`src/design/rrts_pkg.sv`:
```
// rrts_pkg: shared constants, codes and controller/datapath handshake structs
// for the round-robin time slicer; no dependencies
package rrts_pkg;

    // sizing
    localparam int MAX_TASKS = 16;
    localparam int IDX_W     = (MAX_TASKS > 1) ? $clog2(MAX_TASKS) : 1;
    localparam int CNT_W     = $clog2(MAX_TASKS + 1);
    localparam int ID_W      = 16;
    localparam int BURST_W   = 16;
    localparam int TIME_W    = 32;
    localparam int REQ_W     = 2;
    localparam int STATUS_W  = 3;

    localparam logic [BURST_W-1:0] QUANTUM_RESET = BURST_W'(4);
    localparam logic [TIME_W-1:0]  TIME_MAX      = '1;

    // request codes, the unused code acts as clear
    localparam logic [REQ_W-1:0] REQ_LOAD  = 2'd0;
    localparam logic [REQ_W-1:0] REQ_SLICE = 2'd1;
    localparam logic [REQ_W-1:0] REQ_CLEAR = 2'd2;

    // result status codes
    localparam logic [STATUS_W-1:0] ST_SLICE   = 3'd0;
    localparam logic [STATUS_W-1:0] ST_LOADED  = 3'd1;
    localparam logic [STATUS_W-1:0] ST_REJECT  = 3'd2;
    localparam logic [STATUS_W-1:0] ST_EMPTY   = 3'd3;
    localparam logic [STATUS_W-1:0] ST_CLEARED = 3'd4;

    // controller to datapath commands
    typedef struct packed {
        logic latch;     // capture the input item
        logic load;      // store task and append its slot
        logic reject;    // answer a load on a full ring
        logic clear;     // empty ring and zero time
        logic empty;     // answer a slice on an empty ring
        logic rd_slot;   // read the head slot
        logic rd_task;   // read id and remaining time of that slot
        logic slice;     // run the slice and write back
    } t_cmd;

    // datapath to controller status
    typedef struct packed {
        logic [REQ_W-1:0] req;
        logic             ring_empty;
        logic             ring_full;
    } t_stat;

endpackage

```
`src/design/rrts_ctrl.sv`:
```
// rrts_ctrl: sequencing state machine for the time slicer
// depends on rrts_pkg (command and status structs, request codes)
module rrts_ctrl (
    input  logic           i_clk,
    input  logic           i_rst_n,
    input  logic           i_start,
    input  rrts_pkg::t_stat i_stat,
    output rrts_pkg::t_cmd  o_cmd,
    output logic           o_busy
);

    typedef enum logic [1:0] {
        S_IDLE,
        S_DECODE,
        S_RD_TASK,
        S_EXEC
    } t_state;

    t_state r_state;
    t_state n_state;

    // next state and commands
    always_comb begin
        n_state = r_state;
        o_cmd   = '0;
        unique case (r_state)
            S_IDLE: begin
                if (i_start) begin
                    o_cmd.latch = 1'b1;
                    n_state     = S_DECODE;
                end
            end
            S_DECODE: begin
                unique case (i_stat.req)
                    rrts_pkg::REQ_LOAD: begin
                        if (i_stat.ring_full) begin
                            o_cmd.reject = 1'b1;
                        end else begin
                            o_cmd.load = 1'b1;
                        end
                        n_state = S_IDLE;
                    end
                    rrts_pkg::REQ_SLICE: begin
                        if (i_stat.ring_empty) begin
                            o_cmd.empty = 1'b1;
                            n_state     = S_IDLE;
                        end else begin
                            o_cmd.rd_slot = 1'b1;
                            n_state       = S_RD_TASK;
                        end
                    end
                    default: begin
                        o_cmd.clear = 1'b1;
                        n_state     = S_IDLE;
                    end
                endcase
            end
            S_RD_TASK: begin
                o_cmd.rd_task = 1'b1;
                n_state       = S_EXEC;
            end
            S_EXEC: begin
                o_cmd.slice = 1'b1;
                n_state     = S_IDLE;
            end
            default: begin
                n_state = S_IDLE;
            end
        endcase
    end

    // state register
    always_ff @(posedge i_clk) begin
        if (!i_rst_n) begin
            r_state <= S_IDLE;
        end else begin
            r_state <= n_state;
        end
    end

    assign o_busy = (r_state != S_IDLE);

    // checks
    a_accept_decodes: assert property (@(posedge i_clk) disable iff (!i_rst_n)
        (i_start && !o_busy) |=> (r_state == S_DECODE))
        else $error("accepted item did not reach decode");

    a_rd_task_order: assert property (@(posedge i_clk) disable iff (!i_rst_n)
        (r_state == S_RD_TASK) |-> ($past(r_state) == S_DECODE))
        else $error("task read without slot read");

    a_cmd_exclusive: assert property (@(posedge i_clk) disable iff (!i_rst_n)
        $onehot0(o_cmd))
        else $error("more than one command at once");

endmodule

```
`src/design/rrts_dp.sv`:
```
// rrts_dp: ring queue, task store, clock and result registers
// depends on rrts_pkg (sizes, codes, command and status structs)
module rrts_dp (
    input  logic                           i_clk,
    input  logic                           i_rst_n,
    input  rrts_pkg::t_cmd                 i_cmd,
    output rrts_pkg::t_stat                o_stat,
    input  logic                           i_cfg_we,
    input  logic [rrts_pkg::BURST_W-1:0]   i_cfg_wdata,
    input  logic [rrts_pkg::REQ_W-1:0]     i_req_type,
    input  logic [rrts_pkg::ID_W-1:0]      i_task_id,
    input  logic [rrts_pkg::BURST_W-1:0]   i_burst_time,
    output logic                           o_valid,
    output logic [rrts_pkg::STATUS_W-1:0]  o_status,
    output logic [rrts_pkg::ID_W-1:0]      o_slice_task_id,
    output logic [rrts_pkg::TIME_W-1:0]    o_slice_start,
    output logic [rrts_pkg::TIME_W-1:0]    o_slice_end,
    output logic                           o_task_completed,
    output logic                           o_queue_now_empty
);

    // memories
    logic [rrts_pkg::IDX_W-1:0]   ring_slots [rrts_pkg::MAX_TASKS];
    logic [rrts_pkg::ID_W-1:0]    task_ids   [rrts_pkg::MAX_TASKS];
    logic [rrts_pkg::BURST_W-1:0] rem_time   [rrts_pkg::MAX_TASKS];

    // control registers
    logic [rrts_pkg::IDX_W-1:0]   r_head;
    logic [rrts_pkg::IDX_W-1:0]   r_tail;
    logic [rrts_pkg::CNT_W-1:0]   r_count;
    logic [rrts_pkg::CNT_W-1:0]   r_loaded;
    logic [rrts_pkg::TIME_W-1:0]  r_time;
    logic [rrts_pkg::BURST_W-1:0] r_quantum;
    logic                         r_valid;

    // latched item and memory read data
    logic [rrts_pkg::REQ_W-1:0]   r_req;
    logic [rrts_pkg::ID_W-1:0]    r_id;
    logic [rrts_pkg::BURST_W-1:0] r_burst;
    logic [rrts_pkg::IDX_W-1:0]   r_slot;
    logic [rrts_pkg::ID_W-1:0]    r_tid;
    logic [rrts_pkg::BURST_W-1:0] r_rem;

    // slice arithmetic
    logic                         requeue;
    logic [rrts_pkg::BURST_W-1:0] run_len;
    logic [rrts_pkg::TIME_W:0]    sum;
    logic [rrts_pkg::TIME_W-1:0]  slice_end;
    logic [rrts_pkg::IDX_W-1:0]   head_inc;
    logic [rrts_pkg::IDX_W-1:0]   tail_inc;
    logic [rrts_pkg::IDX_W-1:0]   load_slot;
    logic [rrts_pkg::CNT_W-1:0]   count_after;

    assign requeue   = (r_rem > r_quantum);
    assign run_len   = requeue ? r_quantum : r_rem;
    assign sum       = {1'b0, r_time} + (rrts_pkg::TIME_W + 1)'(run_len);
    assign slice_end = sum[rrts_pkg::TIME_W] ? rrts_pkg::TIME_MAX
                                             : sum[rrts_pkg::TIME_W-1:0];
    assign load_slot = r_loaded[rrts_pkg::IDX_W-1:0];
    assign count_after = requeue ? r_count : (r_count - rrts_pkg::CNT_W'(1));

    // ring pointer wrap
    assign head_inc = (r_head == rrts_pkg::IDX_W'(rrts_pkg::MAX_TASKS - 1))
                      ? '0 : (r_head + rrts_pkg::IDX_W'(1));
    assign tail_inc = (r_tail == rrts_pkg::IDX_W'(rrts_pkg::MAX_TASKS - 1))
                      ? '0 : (r_tail + rrts_pkg::IDX_W'(1));

    // status to controller
    assign o_stat.req        = r_req;
    assign o_stat.ring_empty = (r_count == '0);
    assign o_stat.ring_full  = (r_count >= rrts_pkg::CNT_W'(rrts_pkg::MAX_TASKS)) ||
                               (r_loaded >= rrts_pkg::CNT_W'(rrts_pkg::MAX_TASKS));

    // ring slot memory
    always_ff @(posedge i_clk) begin
        if (i_cmd.load) begin
            ring_slots[r_tail] <= load_slot;
        end else if (i_cmd.slice && requeue) begin
            ring_slots[r_tail] <= r_slot;
        end
        if (i_cmd.rd_slot) begin
            r_slot <= ring_slots[r_head];
        end
    end

    // task id and remaining time memories
    always_ff @(posedge i_clk) begin
        if (i_cmd.load) begin
            task_ids[load_slot] <= r_id;
        end
        if (i_cmd.load) begin
            rem_time[load_slot] <= r_burst;
        end else if (i_cmd.slice) begin
            rem_time[r_slot] <= requeue ? (r_rem - r_quantum) : '0;
        end
        if (i_cmd.rd_task) begin
            r_tid <= task_ids[r_slot];
            r_rem <= rem_time[r_slot];
        end
    end

    // item capture
    always_ff @(posedge i_clk) begin
        if (i_cmd.latch) begin
            r_req   <= i_req_type;
            r_id    <= i_task_id;
            r_burst <= i_burst_time;
        end
    end

    // ring pointers, counts, clock and quantum
    always_ff @(posedge i_clk) begin
        if (!i_rst_n) begin
            r_head    <= '0;
            r_tail    <= '0;
            r_count   <= '0;
            r_loaded  <= '0;
            r_time    <= '0;
            r_quantum <= rrts_pkg::QUANTUM_RESET;
            r_valid   <= 1'b0;
        end else begin
            r_valid <= i_cmd.load | i_cmd.reject | i_cmd.clear |
                       i_cmd.empty | i_cmd.slice;
            if (i_cfg_we) begin
                r_quantum <= i_cfg_wdata;
            end
            if (i_cmd.clear) begin
                r_head   <= '0;
                r_tail   <= '0;
                r_count  <= '0;
                r_loaded <= '0;
                r_time   <= '0;
            end else if (i_cmd.load) begin
                r_tail   <= tail_inc;
                r_count  <= r_count + rrts_pkg::CNT_W'(1);
                r_loaded <= r_loaded + rrts_pkg::CNT_W'(1);
            end else if (i_cmd.slice) begin
                r_head  <= head_inc;
                r_time  <= slice_end;
                r_count <= count_after;
                if (requeue) begin
                    r_tail <= tail_inc;
                end
            end
        end
    end

    // result registers
    always_ff @(posedge i_clk) begin
        if (i_cmd.load || i_cmd.reject) begin
            o_status          <= i_cmd.load ? rrts_pkg::ST_LOADED : rrts_pkg::ST_REJECT;
            o_slice_task_id   <= r_id;
            o_slice_start     <= '0;
            o_slice_end       <= '0;
            o_task_completed  <= 1'b0;
            o_queue_now_empty <= i_cmd.reject && (r_count == '0);
        end else if (i_cmd.clear || i_cmd.empty) begin
            o_status          <= i_cmd.clear ? rrts_pkg::ST_CLEARED : rrts_pkg::ST_EMPTY;
            o_slice_task_id   <= '0;
            o_slice_start     <= '0;
            o_slice_end       <= '0;
            o_task_completed  <= 1'b0;
            o_queue_now_empty <= 1'b1;
        end else if (i_cmd.slice) begin
            o_status          <= rrts_pkg::ST_SLICE;
            o_slice_task_id   <= r_tid;
            o_slice_start     <= r_time;
            o_slice_end       <= slice_end;
            o_task_completed  <= !requeue;
            o_queue_now_empty <= (count_after == '0);
        end
    end

    assign o_valid = r_valid;

    // checks
    a_count_bound: assert property (@(posedge i_clk) disable iff (!i_rst_n)
        r_count <= rrts_pkg::CNT_W'(rrts_pkg::MAX_TASKS))
        else $error("ring count above capacity");

    a_count_loaded: assert property (@(posedge i_clk) disable iff (!i_rst_n)
        r_count <= r_loaded)
        else $error("more slots queued than handed out");

    a_single_strobe: assert property (@(posedge i_clk) disable iff (!i_rst_n)
        r_valid |=> !r_valid)
        else $error("result strobe longer than one cycle");

endmodule

```
`src/design/round_robin_time_slicer_unit.sv`:
```
// round_robin_time_slicer_unit: top level joining controller and datapath
// depends on rrts_pkg, rrts_ctrl, rrts_dp
//
//  channel   ports                                       handshake
//  --------  ------------------------------------------  ----------------------
//  request   i_req_type, i_task_id, i_burst_time         start high, busy low
//  result    o_status, o_slice_task_id, o_slice_start,   o_valid, one cycle
//            o_slice_end, o_task_completed,
//            o_queue_now_empty
//  config    i_cfg_wdata (quantum)                       i_cfg_we
//
// a slice item passes through accept, decode with head slot read, task read and
// execute, as the two registered memory reads lie in series; load, clear and
// empty-ring items pass through accept and decode only. the result strobe follows
// the last step and the next item may be accepted in that same cycle.
// reset clears the ring, counts and clock and sets quantum to 4.
// the result side cannot stall.
module round_robin_time_slicer_unit (
    input  logic                          i_clk,
    input  logic                          i_rst_n,
    input  logic                          start,
    output logic                          busy,
    input  logic [rrts_pkg::REQ_W-1:0]    i_req_type,
    input  logic [rrts_pkg::ID_W-1:0]     i_task_id,
    input  logic [rrts_pkg::BURST_W-1:0]  i_burst_time,
    input  logic                          i_cfg_we,
    input  logic [rrts_pkg::BURST_W-1:0]  i_cfg_wdata,
    output logic                          o_valid,
    output logic [rrts_pkg::STATUS_W-1:0] o_status,
    output logic [rrts_pkg::ID_W-1:0]     o_slice_task_id,
    output logic [rrts_pkg::TIME_W-1:0]   o_slice_start,
    output logic [rrts_pkg::TIME_W-1:0]   o_slice_end,
    output logic                          o_task_completed,
    output logic                          o_queue_now_empty
);

    rrts_pkg::t_cmd  cmd;
    rrts_pkg::t_stat stat;

    // sequencer
    rrts_ctrl u_ctrl (
        .i_clk   (i_clk),
        .i_rst_n (i_rst_n),
        .i_start (start),
        .i_stat  (stat),
        .o_cmd   (cmd),
        .o_busy  (busy)
    );

    // queue, store and result registers
    rrts_dp u_dp (
        .i_clk             (i_clk),
        .i_rst_n           (i_rst_n),
        .i_cmd             (cmd),
        .o_stat            (stat),
        .i_cfg_we          (i_cfg_we),
        .i_cfg_wdata       (i_cfg_wdata),
        .i_req_type        (i_req_type),
        .i_task_id         (i_task_id),
        .i_burst_time      (i_burst_time),
        .o_valid           (o_valid),
        .o_status          (o_status),
        .o_slice_task_id   (o_slice_task_id),
        .o_slice_start     (o_slice_start),
        .o_slice_end       (o_slice_end),
        .o_task_completed  (o_task_completed),
        .o_queue_now_empty (o_queue_now_empty)
    );

endmodule

```
`config.mk`:
```
export PLATFORM = sky130hd
export DESIGN_NAME = round_robin_time_slicer_unit
export DESIGN_NICKNAME = d
export VERILOG_FILES = /design/src/design/rrts_pkg.sv /design/src/design/rrts_ctrl.sv /design/src/design/rrts_dp.sv /design/src/design/round_robin_time_slicer_unit.sv
export SDC_FILE = /design/constraint.sdc
export NUM_CORES = 1
export LEC_CHECK = 0
export BUFFER_PORTS_ARGS = -buffer_cell sky130_fd_sc_hd__buf_4
export CAP_MARGIN = 5
export CORE_MARGIN = 2
export CORE_UTILIZATION = 60
export DETAILED_ROUTE_END_ITERATION = 10
export GPL_TIMING_DRIVEN = 0
export HOLD_SLACK_MARGIN = 0.1
export PLACE_DENSITY = 0.78
export REMOVE_ABC_BUFFERS = 1
export SLEW_MARGIN = 10
export SYNTH_ARGS = -nofsm -noshare
export SYNTH_HDL_FRONTEND = slang
export SYNTH_HIERARCHICAL = 1
export SYNTH_SLANG_ARGS = --single-unit
```
`constraint.sdc`:
```
create_clock -name i_clk -period 6.6 [get_ports i_clk]
set_clock_uncertainty 0.2 [all_clocks]
set_input_delay 1.98 -clock i_clk [delete_from_list [all_inputs] [get_ports i_clk]]
set_output_delay 1.98 -clock i_clk [all_outputs]
set_load 0.02 [all_outputs]
```
# ---- Yosys cells after proc, flatten, opt, wreduce, memory -nomap -nowiden
# Memory sizes are Yosys's and may differ from the RTL's. A register that Yosys moved wholly into a read port is not among the register bits.
# Cells that the tools add are included.
dict set report totals {
  register_bits 188
  out_inout_bits 87
  wordCells 114
  memories 3
  ram_bits 576
  inputBits 54
}
dict set report classes {
  reduce_logical 20
  n_lt_le_gt_ge 3
  muxes 50
  bitwise_logic 7
  n_addsub 7
  n_eq_ne 7
}
# name depth word_bits read_ports rd_ports_with_merged_regs write_ports line
set mem_list {}
lappend mem_list {u_dp.rem_time 16 16 1 1 1 rrts_dp.sv:25} ;# logic [rrts_pkg::BURST_W-1:0] rem_time [rrts_pkg::MAX_TASKS];
lappend mem_list {u_dp.task_ids 16 16 1 1 1 rrts_dp.sv:24} ;# logic [rrts_pkg::ID_W-1:0] task_ids [rrts_pkg::MAX_TASKS];
lappend mem_list {u_dp.ring_slots 16 4 1 1 1 rrts_dp.sv:23} ;# logic [rrts_pkg::IDX_W-1:0] ring_slots [rrts_pkg::MAX_TASKS];
# operator count
set op_table {}
lappend op_table {{$mux W16} 6}
lappend op_table {{$add A32 B16 Y33} 1}
lappend op_table {{$mux W32} 1}
lappend op_table {{$mux W4} 7}
lappend op_table {{$mux W1} 21}
lappend op_table {{$mux W5} 4}
lappend op_table {{$gt A16 B16 Y1} 1}
lappend op_table {{$reduce_or A16 Y1} 1}
lappend op_table {{$sub A16 B16 Y16} 1}
lappend op_table {{$mux W2} 6}
lappend op_table {{$mux W3} 4}
lappend op_table {{$add A5 B1 Y5 const B} 2}
lappend op_table {{$ge A5 B5 Y1 const B} 2}
lappend op_table {{$logic_not A5 Y1} 2}
lappend op_table {{$add A4 B1 Y4 const B} 2}
lappend op_table {{$eq A4 B4 Y1 const B} 2}
lappend op_table {{$pmux W2 S4} 1}
lappend op_table {{$reduce_bool A2 Y1} 3}
lappend op_table {{$reduce_or A2 Y1} 3}
lappend op_table {{$or A1 B1 Y1} 5}
lappend op_table {{$sub A5 B1 Y5 const B} 1}
lappend op_table {{$eq A2 B1 Y1 const B} 2}
lappend op_table {{$eq A2 B2 Y1 const B} 2}
lappend op_table {{$logic_not A2 Y1} 2}
lappend op_table {{7 further kinds} 12}

# ---- Logic depth before layout (Yosys ltp)
# Gate-level depths: netlist (run 1).
dict set report depth {
  ltp_word 9
  mapped_depth 22
  ltp_nobuf 20
}

# ---- By module
# Netlist (run 1), hierarchy kept.
# mod area_per_inst_um2 instances seq_area_each_um2 cells_per_inst
set modules_own_cells {}
lappend modules_own_cells {rrts_dp 32357.3 1 22641.7 1911}
lappend modules_own_cells {rrts_ctrl 156.4 1 40.0 18}

# ---- Least setup slack after synthesis (run 1)
# No wires, ideal clock.
dict set report synth_path {
  path_type {register -> register}
  start {register u_dp/r_rem[0] (netlist name) (read register of u_dp.rem_time)}
  end {register u_dp/r_time[10] (netlist name)}
  path_buffers 4
  setup_time_ns 0.137
  required_ns 6.263
  t_arrival_ns 4.175
  path_stages_with_launch 22
  path_slack_ns 2.088
  synth_period_minus_slack_ns 4.512
  path_cell_list {edfxtp_1 inv_1 ha_1 inv_1 fa_1 a211oi_1 o21ai_1 nand4_1 a21o_1 buf_2 buf_2 buf_2 nand2_1 o21ai_0 ha_1 and3_1 a311o_1 a21oi_2 or3_1 buf_2 o21a_1 a211oi_1}
}
dict set report synth_between {
  elab_chain_len 4
}
# element line
set synth_rtl {}
lappend synth_rtl {{start: declaration} rrts_dp.sv:42} ;# logic [rrts_pkg::BURST_W-1:0] r_rem;
lappend synth_rtl {{$gt A16 B16 Y1} rrts_dp.sv:54} ;# assign requeue = (r_rem > r_quantum);
lappend synth_rtl {{$mux W16 (*)} rrts_dp.sv:55} ;# assign run_len = requeue ? r_quantum : r_rem;
lappend synth_rtl {{$add A32 B16 Y33 (*)} rrts_dp.sv:56} ;# assign sum = {1'b0, r_time} + (rrts_pkg::TIME_W + 1)'(run_len);
lappend synth_rtl {{$mux W32 (*)} rrts_dp.sv:57} ;# assign slice_end = sum[rrts_pkg::TIME_W] ? rrts_pkg::TIME_MAX
lappend synth_rtl {{end signal: assignment} rrts_dp.sv:139} ;# r_time <= slice_end;
lappend synth_rtl {{end: declaration} rrts_dp.sv:32} ;# logic [rrts_pkg::TIME_W-1:0] r_time;
# Mark *: on every way between the ends. The rest lies on a longest branch, timed or not.
# A chain may end at the register's enable or synchronous reset.

# ---- Worst setup path in the final report (run 1)
dict set report layout_path {
  start {register u_dp/r_rem[0] (netlist name) (read register of u_dp.rem_time)}
  end {register u_dp/o_slice_end[30] (netlist name)}
}
dict set report layout_between {
  elab_chain_len 4
}
# element line
set layout_rtl {}
lappend layout_rtl {{$gt A16 B16 Y1} rrts_dp.sv:54}
lappend layout_rtl {{$mux W16 (*)} rrts_dp.sv:55}
lappend layout_rtl {{$add A32 B16 Y33 (*)} rrts_dp.sv:56}
lappend layout_rtl {{$mux W32 (*)} rrts_dp.sv:57}
lappend layout_rtl {{end signal: assignment} rrts_dp.sv:168} ;# o_slice_end <= slice_end;
lappend layout_rtl {{end: declaration} rrts_dp.sv:17} ;# output logic [rrts_pkg::TIME_W-1:0] o_slice_end,
# Marked as above.

==> results.json, run 1 <==
{
  "setup_viol": 0,
  "core_area_um2": 53700,
  "die_w_um": 237,
  "drt-initial-drc-count": 2324,
  "cp-start-kind": "flop",
  "switchingPower_mw": 2.09,
  "synth_edf_count": 666,
  "cts.path.max_buffers": 3,
  "place.gp.congestion": 0.900,
  "wl_per_cell_um": 27.2,
  "slew_headroom": 0.141,
  "fin_ws_ns": 0.509,
  "syn_avg_cell_area_um2": 16.9,
  "cap_violations": 0,
  "min_path_type": "reg2reg",
  "worstSetupPathType": "reg2reg",
  "crit_path_end_kind": "flop",
  "place_ws_ns": 0.252,
  "nets": 2195,
  "ys_seq_elements": 800,
  "ys_seq_area_frac": 0.698,
  "cts_root_buf": "clkbuf_16",
  "cts-buffers-inserted": 78,
  "p_comb_frac": 0.027,
  "rows": 85,
  "syn_area_um2": 32500,
  "cts_tree": "built",
  "cts_sinks": 800,
  "grtUsageTotal": 0.281,
  "sw_frac_of_total": 0.207,
  "synthCells": 1929,
  "fin_crit_sh": 0.923,
  "grt_max_degree": 62,
  "critical_path.max_fanout": 47,
  "grt-ovfl-total": 0,
  "clkLatencyLatePin_ns": 0.63,
  "p_leak_nw": 12.6,
  "port_buffers": 140,
  "grt_pass1_vias": 18838,
  "status": "completed",
  "first_pass_iters": 6,
  "drive_gt1_frac": 0.256,
  "synth_cell_types": 77,
  "postRouteWirelength_um": 77600,
  "fin_crit_ns": 6.09,
  "total_power_mw": 10.1,
  "fin_setup_tns_ns": 0,
  "io_pins": 141,
  "layout_commonest_cell": "edfxtp_1",
  "fmax_mhz": 164,
  "report.final.slew_viol_count": 0,
  "placed_area_um2": 35000,
  "antenna_found_initial": 0,
  "regArea_um2": 22700,
  "avgViaCountPerCell": 6.61,
  "p_int_mw": 8.03,
  "clockPowerShare": 0.427,
  "p_seq_frac": 0.547,
  "cp.arrival_ns": 6.37,
  "rsz0062_at_grt": "false",
  "clk_pin_slew_worst_paths_ns": 0.06,
  "multiInputGateArea_um2": 9360,
  "grt_pass1_wl_um": 117000,
  "ctsHoldBuffers": 0,
  "powerDensity_nw_per_um2": 270,
  "ant_nets": 0,
  "syn_to_final_growth_pct": 15.4,
  "diodes": 0,
  "most-common-layout-cells": "666 x edfxtp_1, 180 x mux4_2, 149 x buf_4",
  "initial_core_util": 0.605,
  "htree_num_levels": 3,
  "hold_violations": 0,
  "place_hpwl_um": 46700,
  "tightest_slew_ns": 1.29,
  "die_area_um2": 56100,
  "peakVddDrop_mv": 0.211,
  "postSynth.asyncResetShare": 0,
  "via_count": 18865,
  "worstPathRequired_ns": 6.88,
  "die_y_um": 237,
  "drc": 0,
  "finalInstanceArea_um2": 37500,
  "yosys_warnings": 6,
  "fillers": 3134,
  "synth_ff_type": "edfxtp_1"
}
Yosys cell counts (all sizes together), types with 8 or more instances:
| cell type | number | share of area |
|---|---|---|
| edfxtp | 666 | 0.62 |
| mux4 | 180 | 0.12 |
| dfxtp | 134 | 0.083 |
| nor2 | 134 | 0.016 |
| nand2 | 81 | 0.0094 |
| clkbuf | 71 | 0.0082 |
| o21ai | 68 | 0.011 |
| a21oi | 67 | 0.010 |
| mux2i | 53 | 0.016 |
| ha | 43 | 0.017 |
| inv | 41 | 0.0047 |
| buf | 39 | 0.0055 |
| nor3 | 38 | 0.0062 |
| xnor2 | 27 | 0.0073 |
| nand3 | 25 | 0.0038 |
| nor2b | 23 | 0.0044 |
| a211oi | 22 | 0.0051 |
| a22o | 22 | 0.0059 |
| and2 | 21 | 0.0041 |
| a31oi | 17 | 0.0033 |
| xor2 | 17 | 0.0046 |
| nor3b | 9 | 0.0024 |
| o221a | 9 | 0.0031 |
| o31ai | 9 | 0.0021 |
| a21o | 8 | 0.0018 |
| and3 | 8 | 0.0015 |
stage by stage:
step | instances | hold WS (ns) | util
after floorplan | 1819 | 0.246 | -
after global placement | 2655 | 0.271 | 0.633
after detailed placement | 2712 | 0.281 | 0.653
after CTS | 2852 | 0.289 | 0.698
after global routing | 2852 | 0.318 | 0.699
final | 2852 | 0.284 | 0.699
cell type report:
| type | count | share of cell area |
|---|---|---|
| flip-flops and latches | 800 | 0.604 |
| multi-input cells | 978 | 0.249 |
| clock buffers | 92 | 0.0537 |
| repair buffers | 197 | 0.0532 |
| well taps | 696 | 0.0232 |
| clock inverters | 48 | 0.0119 |
| inverters | 41 | 0.00417 |
per-layer routing:
layer / global-route usage / routed length, um / up-vias / part of all wire
met5: 0 / 0 / - / 0
met4: 0.0982 / 2240 / 0 / 0.029
met3: 0.0536 / 7670 / 194 / 0.099
met2: 0.467 / 39100 / 1211 / 0.50
met1: 0.376 / 28700 / 9495 / 0.37
li1: - / - / 7965 / -
repair_timing:
| action | 4_1_cts | 5_1_grt |
|---|---|---|
| setup endpoints to repair | 0 | 21 |
| resized for setup | 0 | 2 |
| hold endpoints to repair | 0 | 0 |
| setup buffers | 0 | 0 |
cell families (layout without fill, tap and decap cells):
logic type      Yosys count  count (layout)  share of synthesized area
compound gates          276             276                     0.0568
buf+inv                 151             378                     0.0184
flops                   800             800                      0.698
fa+ha+maj                45              45                     0.0178
mux                     235             235                      0.142
xor+xnor                 44              44                     0.0119
simple gates            378             378                     0.0559
path summary, 6_finish.rpt:
kind / start / end / slack (ns) / cells after the start
worst min-delay path: u_dp/o_slice_end[9]$_SDFFE_PP0P_ / u_dp/o_slice_end[9]$_SDFFE_PP0P_ / 0.28 / 2
worst max register to register: u_dp/r_rem[0]$_DFFE_PP_ / u_dp/o_slice_end[30]$_SDFFE_PP0P_ / 0.51 / 17
worst max-delay path: u_dp/r_rem[0]$_DFFE_PP_ / u_dp/o_slice_end[30]$_SDFFE_PP0P_ / 0.51 / 17
worst min register to register: u_dp/o_slice_end[9]$_SDFFE_PP0P_ / u_dp/o_slice_end[9]$_SDFFE_PP0P_ / 0.28 / 2
registers in the layout (all words and copies together) (netlist names), 16 cells and up, named ones only:
name and count:
u_dp/r_quantum 16, u_dp/o_slice_end 32, u_dp/o_slice_start 32, u_dp/task_ids 256, u_dp/r_rem 16, u_dp/r_tid 16, u_dp/r_time 32, u_dp/ring_slots 64
u_dp/o_slice_task_id 16, u_dp/r_burst 16, u_dp/rem_time 256, u_dp/r_id 16
power by group through the flow:
stage	registers [mW]	logic [mW]	clock network, mW
finish	5.53	0.270	4.31
global route	5.53	0.291	4.55
CTS	5.53	0.267	4.37
detailed placement	5.64	0.264	0
global placement	5.64	0.240	0
floorplan	5.63	0.139	0
worst max-delay path, stage by stage (launching register included):
cell	delay, ns
edfxtp_1	0.44
inv_1	0.14
ha_1	0.18
inv_1	0.06
fa_1	0.47
a211oi_1	0.32
o21ai_1	0.21
nand4_1	0.18
a21o_2	0.72
o21ai_0	0.27
ha_1	0.39
nor2b_1	0.16
o2111ai_1	0.37
nand3_1	0.26
a21oi_4	0.55
nor3_4	0.23
nor2_2	0.61
a31oi_1	0.17
No activity file was read; power rests on OpenSTA's default activity.
==> inputs of run 2 (changes only) <==
--- a/config.mk
+++ b/config.mk
@@ -9,6 +9,7 @@
 export CAP_MARGIN = 5
 export CORE_MARGIN = 2
 export CORE_UTILIZATION = 60
+export CTS_BUF_LIST = sky130_fd_sc_hd__clkbuf_4 sky130_fd_sc_hd__clkbuf_8
 export DETAILED_ROUTE_END_ITERATION = 10
 export GPL_TIMING_DRIVEN = 0
 export HOLD_SLACK_MARGIN = 0.1
==> results.json, run 2 (same netlist as run 1, synthesis figures left out) <==
{
  "via_count": 18625,
  "antenna_found_initial": 0,
  "r2r_cells": 17,
  "first_pass_iters": 9,
  "cts-buffers-inserted": 118,
  "regArea_um2": 22700,
  "rows": 85,
  "setup_viol": 0,
  "avgViaCountPerCell": 6.36,
  "cp.depth": 17,
  "total_power_mw": 9.77,
  "cts_setup_buffers": 0,
  "crit_path_end_kind": "flop",
  "fin_hold_ws_ns": 0.285,
  "crit_chain": "inv_1 > ha_1 > inv_1 > fa_1 > a211oi_1 > o21ai_1 > nand4_1 > a21o_2 > o21ai_0 > ha_1 > nor2b_1 > o2111ai_1 > nand3_1 > a21oi_4 > nor3_4 > nor2_2 > a21oi_1",
  "worstPathRequired_ns": 6.96,
  "htree_num_levels": 3,
  "cp_num_buf_inv": 2,
  "layout_commonest_cell": "edfxtp_1",
  "rsz0062_at_grt": "false",
  "hold_violations": 0,
  "clkLatencyLatePin_ns": 0.73,
  "report.final.slew_viol_count": 0,
  "grtUsageTotal": 0.263,
  "nets": 2235,
  "wl_per_cell_um": 24.9,
  "powerDensity_nw_per_um2": 261,
  "grt-ovfl-total": 0,
  "die_w_um": 237,
  "grt_max_degree": 62,
  "worstSetupPathType": "reg2reg",
  "place_ws_ns": 0.252,
  "p_leak_nw": 12.7,
  "peakVddDrop_mv": 0.164,
  "ant_nets": 0,
  "slew_headroom": 0.185,
  "drt-initial-drc-count": 2117,
  "initial_core_util": 0.605,
  "status": "completed",
  "clk_pin_slew_worst_paths_ns": 0.06,
  "critPathTopFamily": "compound AO/OA/AOI/OAI gates",
  "die_area_um2": 56100,
  "postRouteWirelength_um": 73000,
  "core_area_um2": 53700,
  "slowest_stage": "a21o_2",
  "min_path_type": "reg2reg",
  "grt_pass1_vias": 18745,
  "drc": 0,
  "fin_crit_sh": 0.935,
  "place_hpwl_um": 46700,
  "cts_tree": "built",
  "hold_depth": 2,
  "placed_area_um2": 35000,
  "syn_to_final_growth_pct": 15.1,
  "fillers": 3182,
  "fin_setup_tns_ns": 0,
  "multiInputGateArea_um2": 9360,
  "most-common-layout-cells": "666 x edfxtp_1, 180 x mux4_2, 149 x buf_4",
  "cap_violations": 0,
  "cts_root_buf": "clkbuf_8",
  "cp.arrival_ns": 6.53,
  "fin_ws_ns": 0.432,
  "io_pins": 141,
  "cts_sinks": 800,
  "fmax_mhz": 162,
  "port_buffers": 140,
  "tightest_slew_ns": 1.22,
  "top_regs": "u_dp/rem_time (256), u_dp/task_ids (256), u_dp/ring_slots (64)",
  "critPathMaxStageDelay_ns": 0.73,
  "ctsHoldBuffers": 0,
  "place.gp.congestion": 0.900,
  "drive_gt1_frac": 0.284,
  "die_y_um": 237,
  "grt_pass1_wl_um": 110000,
  "finalInstanceArea_um2": 37400,
  "cts.path.max_buffers": 3,
  "fin_crit_ns": 6.17,
  "critical_path.max_fanout": 47,
  "cp-start-kind": "flop"
}
-- run 2: changes by cell type in the layout (fill, tap and decap cells not counted), sizes merged --
| cell | previous run | this run |
|---|---|---|
| clkinv | 33 | 40 |
| clkinvlp | 6 | 2 |
| bufinv | 6 | 4 |
| clkbuf | 92 | 163 |
| diode | 0 | 1 |
| inv | 44 | 46 |
-- run 2: power by group --
part,internal [mW],leakage [nW],switching [mW]
sequential,5.49,7.18,0.0376
combinational,0.0987,4.22,0.170
clock,2.12,1.26,1.85
-- run 2: routing by layer --
layer	wire length [um]	share of wire	GRT usage	vias up
met5	0	0	0	-
met4	1780	0.024	0.0953	0
met3	6830	0.094	0.0507	142
met2	36000	0.49	0.424	1044
met1	28400	0.39	0.362	9379
li1	-	-	-	8060
-- run 2: timing repair --
item | CTS | global route
hold endpoints to repair | 0 | 0
setup endpoints to repair | 0 | 20
resized for setup | 0 | 2
-- run 2: final cells by class --
class,instances,share of cell area
multi-input cells,978,0.250
clock inverters,51,0.00996
repair buffers,197,0.0533
clock buffers,163,0.0532
diodes,1,0.0000668
flip-flops and latches,800,0.606
well taps,696,0.0233
inverters,41,0.00418
-- run 2: worst paths after layout --
path | startpoint | to | slack [ns]
setup / recovery | u_dp/r_rem[0]$_DFFE_PP_ | u_dp/o_slice_end[26]$_SDFFE_PP0P_ | 0.43
hold / removal | u_dp/o_slice_end[9]$_SDFFE_PP0P_ | u_dp/o_slice_end[9]$_SDFFE_PP0P_ | 0.29
setup reg to reg | u_dp/r_rem[0]$_DFFE_PP_ | u_dp/o_slice_end[26]$_SDFFE_PP0P_ | 0.43
hold reg to reg | u_dp/o_slice_end[9]$_SDFFE_PP0P_ | u_dp/o_slice_end[9]$_SDFFE_PP0P_ | 0.29
-- run 2: per-stage QoR --
step,cells,utilization
final,2927,0.697
after CTS,2926,0.697
after global placement,2655,0.633
after floorplan,1819,-
after global routing,2926,0.697
after detailed placement,2712,0.653
-- run 2: worst reg2reg max path: stages, from the launching register on --
cell and delay (ns):
edfxtp_1 0.44, inv_1 0.14, ha_1 0.19, inv_1 0.07, fa_1 0.48, a211oi_1 0.33, o21ai_1 0.21, nand4_1 0.18
a21o_2 0.73, o21ai_0 0.29, ha_1 0.39, nor2b_1 0.16, o2111ai_1 0.37, nand3_1 0.26, a21oi_4 0.57, nor3_4 0.24
nor2_2 0.62, a21oi_1 0.17
